File: src/sbe_pkg.sv
package sbe_pkg;

  localparam int unsigned StackDepth   = 256;
  localparam int unsigned CallDepth    = 32;
  localparam int unsigned CodeAddrBits = 16;
  localparam int unsigned SpBits       = $clog2(StackDepth + 1);
  localparam int unsigned SaBits       = $clog2(StackDepth);
  localparam int unsigned CdBits       = $clog2(CallDepth + 1);
  localparam int unsigned CaBits       = (CallDepth > 1) ? $clog2(CallDepth) : 1;

  typedef logic [SpBits-1:0]       sp_t;
  typedef logic [SaBits-1:0]       saddr_t;
  typedef logic [CdBits-1:0]       cd_t;
  typedef logic [CodeAddrBits-1:0] pc_t;

  typedef enum logic [4:0] {
    OpNeg = 5'd0, OpNot = 5'd1, OpAdd = 5'd2, OpSub = 5'd3, OpMul = 5'd4,
    OpDiv = 5'd5, OpEq = 5'd6, OpNeq = 5'd7, OpLt = 5'd8, OpLte = 5'd9,
    OpGt = 5'd10, OpGte = 5'd11, OpAnd = 5'd12, OpOr = 5'd13, OpLoad = 5'd14,
    OpStore = 5'd15, OpInt = 5'd16, OpTrue = 5'd17, OpFalse = 5'd18,
    OpJmp = 5'd19, OpJmpIf = 5'd20, OpStkAdj = 5'd21, OpCall = 5'd22,
    OpRet = 5'd23
  } opcode_e;

  localparam logic [2:0] FaultNone      = 3'd0;
  localparam logic [2:0] FaultOverflow  = 3'd1;
  localparam logic [2:0] FaultUnderflow = 3'd2;
  localparam logic [2:0] FaultDivZero   = 3'd3;
  localparam logic [2:0] FaultCallDepth = 3'd4;

  // Request to the shared arithmetic unit.
  typedef struct packed {
    logic        start;
    logic [4:0]  op;
    logic [31:0] x;
    logic [31:0] y;
  } alu_req_t;

  typedef struct packed {
    logic        done;
    logic [31:0] result;
  } alu_rsp_t;

endpackage

File: src/sbe_alu.sv
module sbe_alu (
  input  logic              clk_i,
  input  logic              rst_ni,
  input  sbe_pkg::alu_req_t req_i,
  output sbe_pkg::alu_rsp_t rsp_o
);
  import sbe_pkg::*;

  typedef enum logic [3:0] {
    AIdle = 4'b0001, AMul = 4'b0010, ADiv = 4'b0100, ADone = 4'b1000
  } alu_state_e;

  alu_state_e  state_q, state_d;
  logic [31:0] res_q, res_d;
  logic [31:0] quo_q, quo_d;
  logic [32:0] rem_q, rem_d;
  logic [31:0] dvs_q, dvs_d;
  logic        neg_q, neg_d;
  logic [4:0]  cnt_q, cnt_d;
  logic [32:0] trial;
  logic [31:0] ax, ay;

  assign ax = req_i.x[31] ? (32'd0 - req_i.x) : req_i.x;
  assign ay = req_i.y[31] ? (32'd0 - req_i.y) : req_i.y;
  assign trial = {rem_q[31:0], quo_q[31]} - {1'b0, dvs_q};

  always_comb begin
    state_d = state_q;
    res_d = res_q;
    quo_d = quo_q;
    rem_d = rem_q;
    dvs_d = dvs_q;
    neg_d = neg_q;
    cnt_d = cnt_q;
    unique case (state_q)
      AIdle: begin
        if (req_i.start) begin
          state_d = ADone;
          case (req_i.op)
            OpAdd: res_d = req_i.x + req_i.y;
            OpSub: res_d = req_i.x - req_i.y;
            OpMul: begin
              state_d = AMul;
            end
            OpDiv: begin
              if (req_i.y == 32'd0) begin
                res_d = 32'd0;
              end else begin
                quo_d = ax;
                rem_d = 33'd0;
                dvs_d = ay;
                neg_d = req_i.x[31] ^ req_i.y[31];
                cnt_d = 5'd0;
                state_d = ADiv;
              end
            end
            OpEq:  res_d = {31'd0, req_i.x == req_i.y};
            OpNeq: res_d = {31'd0, req_i.x != req_i.y};
            OpLt:  res_d = {31'd0, $signed(req_i.x) < $signed(req_i.y)};
            OpLte: res_d = {31'd0, $signed(req_i.x) <= $signed(req_i.y)};
            OpGt:  res_d = {31'd0, $signed(req_i.x) > $signed(req_i.y)};
            OpGte: res_d = {31'd0, $signed(req_i.x) >= $signed(req_i.y)};
            OpAnd: res_d = {31'd0, (req_i.x != 32'd0) && (req_i.y != 32'd0)};
            default: res_d = {31'd0, (req_i.x != 32'd0) || (req_i.y != 32'd0)};
          endcase
          dvs_d = (req_i.op == OpMul) ? req_i.y : dvs_d;
          quo_d = (req_i.op == OpMul) ? req_i.x : quo_d;
        end
      end
      AMul: begin
        res_d = quo_q * dvs_q;
        state_d = ADone;
      end
      ADiv: begin
        if (!trial[32]) begin
          rem_d = trial;
          quo_d = {quo_q[30:0], 1'b1};
        end else begin
          rem_d = {rem_q[31:0], quo_q[31]};
          quo_d = {quo_q[30:0], 1'b0};
        end
        cnt_d = cnt_q + 5'd1;
        if (cnt_q == 5'd31) begin
          res_d = neg_q ? (32'd0 - quo_d) : quo_d;
          state_d = ADone;
        end
      end
      ADone: state_d = AIdle;
      default: state_d = AIdle;
    endcase
  end

  always_ff @(posedge clk_i or negedge rst_ni) begin
    if (!rst_ni) begin
      state_q <= AIdle;
    end else begin
      state_q <= state_d;
    end
  end

  always_ff @(posedge clk_i) begin
    res_q <= res_d;
    quo_q <= quo_d;
    rem_q <= rem_d;
    dvs_q <= dvs_d;
    neg_q <= neg_d;
    cnt_q <= cnt_d;
  end

  assign rsp_o.done   = (state_q == ADone);
  assign rsp_o.result = res_q;

endmodule

File: config.mk
export PLATFORM = sky130hd
export DESIGN_NAME = sbe_alu
export DESIGN_NICKNAME = d
export VERILOG_FILES = /design/src/sbe_pkg.sv /design/src/sbe_alu.sv
export SDC_FILE = /design/constraint.sdc
export NUM_CORES = 2
export LEC_CHECK = 0
export BUFFER_PORTS_ARGS = -buffer_cell sky130_fd_sc_hd__buf_2
export CAP_MARGIN = 20
export CELL_PAD_IN_SITES_DETAIL_PLACEMENT = 1
export CELL_PAD_IN_SITES_GLOBAL_PLACEMENT = 1
export CORE_ASPECT_RATIO = 0.8
export CORE_UTILIZATION = 45
export CTS_BUF_LIST = sky130_fd_sc_hd__clkbuf_8
export DETAILED_ROUTE_END_ITERATION = 12
export PLACE_DENSITY_LB_ADDON = 0.1
export SLEW_MARGIN = 0
export SYNTH_ARGS = -nofsm -noshare
export SYNTH_HDL_FRONTEND = slang
export SYNTH_SLANG_ARGS = --single-unit
File: constraint.sdc
create_clock -name clk_i -period 21.4 [get_ports clk_i]
set_input_delay 2.14 -clock clk_i [delete_from_list [all_inputs] [get_ports clk_i]]
set_output_delay 2.14 -clock clk_i [all_outputs]
set_load 0.05 [all_outputs]
Word-level counts from Yosys, hierarchy flattened
Index checks and enable logic that the tools add are counted.
{"block": "op_classes", "add_sub_neg": 7, "n_mul": 1, "magnitude_cmp": 4, "eq_ne": 27, "mux": 32, "bitwise_logic": 2, "n_reduce_logical": 14}
{"cell": "32-bit 2-to-1 mux", "count": 18}
{"cell": "32-bit case mux with 11 select lines", "count": 1}
{"cell": "32-bit case mux with 2 select lines", "count": 2}
{"cell": "32-bit case mux with 3 select lines", "count": 1}
{"cell": "1-bit by 32-bit subtractor with 32-bit output, first input constant", "count": 3}
{"cell": "32-bit nonzero test", "count": 2}
{"cell": "33-bit by 32-bit subtractor with 33-bit output", "count": 1}
{"cell": "32-bit adder", "count": 1}
{"cell": "32-bit equality test", "count": 1}
{"cell": "32-bit greater-or-equal comparator", "count": 1}
{"cell": "32-bit > comparator", "count": 1}
{"cell": "32-bit <= comparator", "count": 1}
{"cell": "32-bit zero test", "count": 1}
{"cell": "32-bit less-than comparator", "count": 1}
{"cell": "32-bit by 32-bit multiplier with 32-bit output", "count": 1}
{"cell": "32-bit != test", "count": 1}
{"cell": "32-bit subtractor", "count": 1}
{"cell": "5-bit by 4-bit equality test with 1-bit output, second input constant", "count": 5}
{"cell": "5-bit by 3-bit equality test with 1-bit output, second input constant", "count": 4}
{"cell": "4-bit AND reduction", "count": 4}
{"cell": "5-bit 2-to-1 mux", "count": 3}
{"cell": "4-bit 2-to-1 mux", "count": 3}
{"cell": "4-bit case mux with 3 select lines", "count": 1}
{"cell": "5-bit by 2-bit equality test with 1-bit output, second input constant", "count": 2}
{"cell": "21 further kinds", "count": 27}
{"block": "totals", "regBits": 138, "inputBits": 72, "output_inout_bits": 33}

Logic depth before layout (Yosys ltp)
{"block": "depth", "depth_word": 7, "mapped_depth": 28, "ltp_nobuf": 26}

Worst setup path after synthesis
No wires, ideal clock.
{"block": "synth_timing", "kind": "register to register", "startpoint": "register quo_q[12]", "endpoint": "register res_q[24] (data pin)", "setup_ns": 0.275, "arrival_ns": 6.539, "required_time_ns": 21.125, "setup_slack_ns": 14.585, "path_stages_with_launch": 26, "period_less_slack_ns": 6.815, "path_cell_list": "edfxtp_1 clkbuf_1 clkbuf_1 and2_1 fa_1 fa_1 fa_1 inv_1 fa_1 inv_1 fa_1 inv_1 fa_1 inv_1 fa_1 fa_1 ha_1 a21o_1 a21o_1 a21oi_1 o21a_1 o21ai_0 a21o_1 a21oi_1 xor2_1 o221ai_1"}
{"block": "synth_between", "elab_chain_cells": 5, "word_cells_on_any_way": 6}
{"element": "start, declared", "line_no": "sbe_alu.sv:15", "text": "logic [31:0] quo_q, quo_d;"}
{"element": "start signal, assigned", "line_no": "sbe_alu.sv:103", "text": "quo_q <= quo_d;"}
{"element": "branches (longest 4 deep; another with 32-bit by 32-bit multiplier with 32-bit output)"}
{"element": "32-bit case mux with 3 select lines (*)", "line_no": "sbe_alu.sv:35", "text": "unique case (state_q)"}
{"element": "named net res_d[24]", "line_no": "sbe_alu.sv:14", "text": "logic [31:0] res_q, res_d;"}
{"element": "end signal, assigned", "line_no": "sbe_alu.sv:102", "text": "res_q <= res_d;"}
{"element": "end, declared", "line_no": "sbe_alu.sv:14"}
Mark *: on every way through the listed nets, which the timed path passes. The select of a mux whose other input is x is not followed.
A chain may end at the register's enable or synchronous reset.

Final worst setup path
{"block": "layout_timing", "startpoint": "register dvs_q[6]", "endpoint": "register res_q[30] (data pin)"}
{"block": "layout_between", "elab_chain_cells": 7, "word_cells_on_any_way": 8}
{"element": "start, declared", "line_no": "sbe_alu.sv:17", "text": "logic [31:0] dvs_q, dvs_d;"}
{"element": "start signal, assigned", "line_no": "sbe_alu.sv:105", "text": "dvs_q <= dvs_d;"}
{"element": "33-bit by 32-bit subtractor with 33-bit output", "line_no": "sbe_alu.sv:25", "text": "assign trial = {rem_q[31:0], quo_q[31]} - {1'b0, dvs_q};"}
{"element": "1-bit 2-to-1 mux", "line_no": "sbe_alu.sv:75", "text": "if (!trial[32]) begin"}
{"element": "32-bit 2-to-1 mux", "line_no": "sbe_alu.sv:35"}
{"element": "1-bit by 32-bit subtractor with 32-bit output", "line_no": "sbe_alu.sv:84", "text": "res_d = neg_q ? (32'd0 - quo_d) : quo_d;"}
{"element": "32-bit 2-to-1 mux", "line_no": "sbe_alu.sv:84"}
{"element": "32-bit 2-to-1 mux", "line_no": "sbe_alu.sv:83", "text": "if (cnt_q == 5'd31) begin"}
{"element": "32-bit case mux with 3 select lines (*)", "line_no": "sbe_alu.sv:35"}
{"element": "named net res_d[30]", "line_no": "sbe_alu.sv:14"}
The timed path passes the listed nets; every way through them passes the cells marked *. The select of a mux whose other input is x is not followed.

==> results by stage <==
Die:
- The floorplan has approximately 80 rows.
- The area of the core is approximately 63000 um2.
- The initial standard-cell utilization of the core is a little under half.
- The vertical die dimension is 229 um.
- The floorplan step set the die width to roughly 290 um.
- The floorplan step defined a die boundary enclosing 65200 um2.
- The I/O pin count is approximately 110.

STA:
- The number of max-slew violations in the final report came to 0.
- Setup repair after global routing left no endpoint under its margin.
- In the final timing run, aggregate negative setup slack is 0 ns.
- The worst pin sits at a relative slew slack of around 28%.
- The transition time of the tightest slew-check pin is about 1.1 ns.
- The worst-case clock skew is ~0.036 ns.
- The final hold violation count is 0.
- The final critical path takes up between 30 and 40% of the cycle.
- Derived from the worst setup path, the maximum achievable clock frequency is about 120 MHz.
- Counting I/O delays and the setup requirement, the final critical path takes 8.23 ns.
- The worst path meets setup with ~13 ns of slack.
- The total of endpoints with negative setup slack in the final report is 0.

Route:
- Wires add up to 106000 um.
- The pre-antenna-repair detailed-routing pass consisted of 5 iterations.
- Dividing the detail-routed wire length by the instance count gives 25.3 um.
- The initial detailed-routing violation count is 1702.
- The routed via count is roughly 24000.
- Once detail routing completed, the nets flagged for antenna violations numbered 0.
- For this run, design rule violations remaining after detail routing come to 0.
- The detailed-route vias per instance is 5.80.

CTS:
- The number of clock sinks seen by CTS is between 100 and 150.
- TritonCTS built the clock tree.
- The total of cells resized after clock tree synthesis is 0.
- The number of CTS-inserted buffers is 17.
- The number of hold buffers added after CTS is 0.
- The clock tree root buffer cell is sky130_fd_sc_hd__clkbuf_8.
- Clock-pin slew was measured on the worst setup and hold paths at ~0.1 ns.
- The number of buffers inserted to repair setup after CTS is 0.
- The insertion delay of the later-clocked pin in the worst-skew pair is ~0.6 ns.
- The maximum buffer depth of the clock tree is 2.
- The level count of the clock H-tree is 4.

Flow run:
- The number of maximum-capacitance violations is 0.

Place:
- Prior to clock tree synthesis, the placed netlist has a worst setup slack of 13.27 ns.
- The total of buffers placed on input and output ports is 104.
- Routability-driven placement finished with a final weighted congestion of 0.901.
- After legalization and detailed placement, the total HPWL measured 84800 um.
- Including well taps, the total number of placed cells is roughly 4100.

Min path:
- The depth of the worst hold-timing path is 1.
- The class of the tightest hold or removal check is flop to flop.

Logic synthesis:
- In the synthesized netlist the dominant register cell turns out to be sky130_fd_sc_hd__edfxtp_1.
- The post-synthesis cell type with the largest combined area is sky130_fd_sc_hd__fa_1.
- A synthesized cell averages between 8 and 9 um2.
- The gate count after technology mapping is between 3000 and 4000.
- The number of flip-flops and latches in the synthesized netlist is between 100 and 150.
- The cell area that synthesis handed to floorplanning was about 29000 um2.
- The leading cell type by number of instances after synthesis is sky130_fd_sc_hd__inv_1.
- The top cell type's share of synthesized area is about 28%.
- For this run, asynchronously set or reset flops after synthesis account for under 10%.
- The number of enable flip-flop cells after synthesis is around 130.
- The number of distinct library cell variants in the gate-level netlist after synthesis is 80.
- The post-synthesis net count is slightly above 4000.
- The sequential element share of the synthesized area is approximately 14%.
- The commonest cells after synthesis are sky130_fd_sc_hd__inv_1 (492), sky130_fd_sc_hd__fa_1 (411), sky130_fd_sc_hd__nand2_1 (384), sky130_fd_sc_hd__and2_1 (299), sky130_fd_sc_hd__ha_1 (224).
- Ranked by total cell area, the synthesized netlist is headed by sky130_fd_sc_hd__fa_1 (28%), sky130_fd_sc_hd__edfxtp_1 (14%), sky130_fd_sc_hd__ha_1 (9.7%).
- The count of synthesis-stage warnings from yosys is 0.

Final layout:
- The post-route non-filler standard cell count is roughly 4200.
- Counting the fill cells in the layout gives 7504.
- The number of nets in the layout is a little over 4000.
- The area growth from synthesis to layout is 5.99%.
- The share of cells above drive strength 1 is approximately 6.3%.
- Summing all flip-flop and latch instances after layout gives between 4000 and 5000 um2.
- The multi-input logic area is roughly 22000 um2.
- The number of diodes added for antenna fixing is 0.
- The final design utilization is between 40% and 50%.

Global route:
- Summed over all layers, the global routing overflow is 0.
- The pin count of the biggest net entering global routing is 51.
- The number of global-route vias before repair came to 26199.
- The all-layer global routing usage is around 33%.
- The first global-routing pass estimated roughly 160000 um of wire.
- The number of antenna violations at the first check in global routing is 4.

Critical path:
- The type of the worst setup path is flop to flop.
- The worst setup path is launched from a flop.
- Data on the critical path is required at its endpoint by roughly 22 ns.
- Counting cells, the worst reg-to-reg path comes to 20.
- Along the worst path, the maximum fanout reaches 26.
- The type of destination of the critical path is a flop.
- The arrival time of the worst setup path is 8.55 ns.

Pwr:
- In this run the static leakage power is roughly 14 nW.
- The power per cell area is between 60 and 70 nW/um2.
- VDD sags by at most a little over 0.1 mV.

Run status:
- The flow ran to the end, and the final reports show no timing, DRC or antenna violations.
-- where the power goes --
group / switching [mW] / internal (mW) / total, mW
clock network: 0.147 / 0.127 / 0.274
logic: 0.915 / 0.619 / 1.53
registers: 0.0112 / 0.309 / 0.320
total: 1.07 / 1.06 / 2.13
-- registers in the layout, summed over array words and instances (netlist names) --
signal / flops
quo_q: 32
neg_q: 1
cnt_q: 5
res_q: 32
dvs_q: 32
state_q: 4
rem_q: 32
-- metal layers --
layer	share of wire, %	vias up	GRT usage [%]
li1	-	10818	-
met1	45	12566	47.4
met2	45	688	51.0
met3	6.2	144	5.28
met4	3.6	6	12.4
met5	0.046	-	0
-- cell type report --
cell class	count	share of cell area, %
Multi-Input combinational cell	2520	72.5
Sequential cell	138	13.5
Inverter	495	6.07
Tap cell	840	3.43
Timing Repair Buffer	152	3.12
Clock buffer	17	0.764
Clock inverter	15	0.650
-- stage by stage --
stage	hold slack, ns	power [mW]	cell area (um2)
floorplan	0.517	1.40	28900
global placement	0.582	1.80	30100
detailed placement	0.597	1.84	30100
CTS	0.610	2.12	30500
global route	0.647	2.30	30600
finish	0.607	2.13	30600
-- cell families after synthesis --
| kind of cell | Yosys count | synth area share (%) |
|---|---|---|
| compound gates | 548 | 12.1 |
| xor+xnor | 209 | 6.34 |
| fa+ha+maj | 635 | 38.2 |
| buf+inv | 684 | 8.95 |
| flops | 138 | 14.3 |
| mux | 25 | 0.880 |
| simple gates | 1103 | 19.2 |
-- critical path: stages, from the launching register on --
cell and delay, ns:
sky130_fd_sc_hd__edfxtp_1 0.99, sky130_fd_sc_hd__and2_1 0.26, sky130_fd_sc_hd__fa_1 0.44, sky130_fd_sc_hd__fa_1 0.52, sky130_fd_sc_hd__inv_1 0.06, sky130_fd_sc_hd__fa_1 0.48
sky130_fd_sc_hd__fa_1 0.51, sky130_fd_sc_hd__inv_1 0.04, sky130_fd_sc_hd__ha_1 0.28, sky130_fd_sc_hd__ha_1 0.30, sky130_fd_sc_hd__fa_1 0.50, sky130_fd_sc_hd__fa_1 0.42
sky130_fd_sc_hd__ha_1 0.40, sky130_fd_sc_hd__nand4_1 0.15, sky130_fd_sc_hd__a2111oi_0 0.67, sky130_fd_sc_hd__nor3_1 0.22, sky130_fd_sc_hd__o21ai_0 0.76, sky130_fd_sc_hd__nand2_1 0.31
sky130_fd_sc_hd__a31oi_1 0.26, sky130_fd_sc_hd__mux2i_1 0.26, sky130_fd_sc_hd__nand4_1 0.11
-- final timing paths --
path | start | slack [ns] | endpoint
setup / recovery | dvs_q[6]$_DFFE_PP_ | 13.17 | res_q[30]$_DFFE_PP_
hold / removal | cnt_q[0]$_SDFFCE_PN0P_ | 0.61 | cnt_q[0]$_SDFFCE_PN0P_
setup reg to reg | dvs_q[6]$_DFFE_PP_ | 13.17 | res_q[30]$_DFFE_PP_
hold reg to reg | cnt_q[0]$_SDFFCE_PN0P_ | 0.61 | cnt_q[0]$_SDFFCE_PN0P_
max in group asynchronous | rst_ni | 19.86 | state_q[0]$_DFFE_PN1P_
min in group asynchronous | rst_ni | 1.34 | state_q[3]$_DFFE_PN0P_
-- layout by cell type (no fill, tap or decap), drive strengths merged, types with 65 or more instances in the layout --
cell type  instances
xor2              65
nor2             141
inv              497
edfxtp           134
ha               224
nand2            384
o21ai            126
xnor2            144
buf              151
a21oi            153
and2             299
fa               411
No activity file was read; power rests on OpenSTA's default activity.
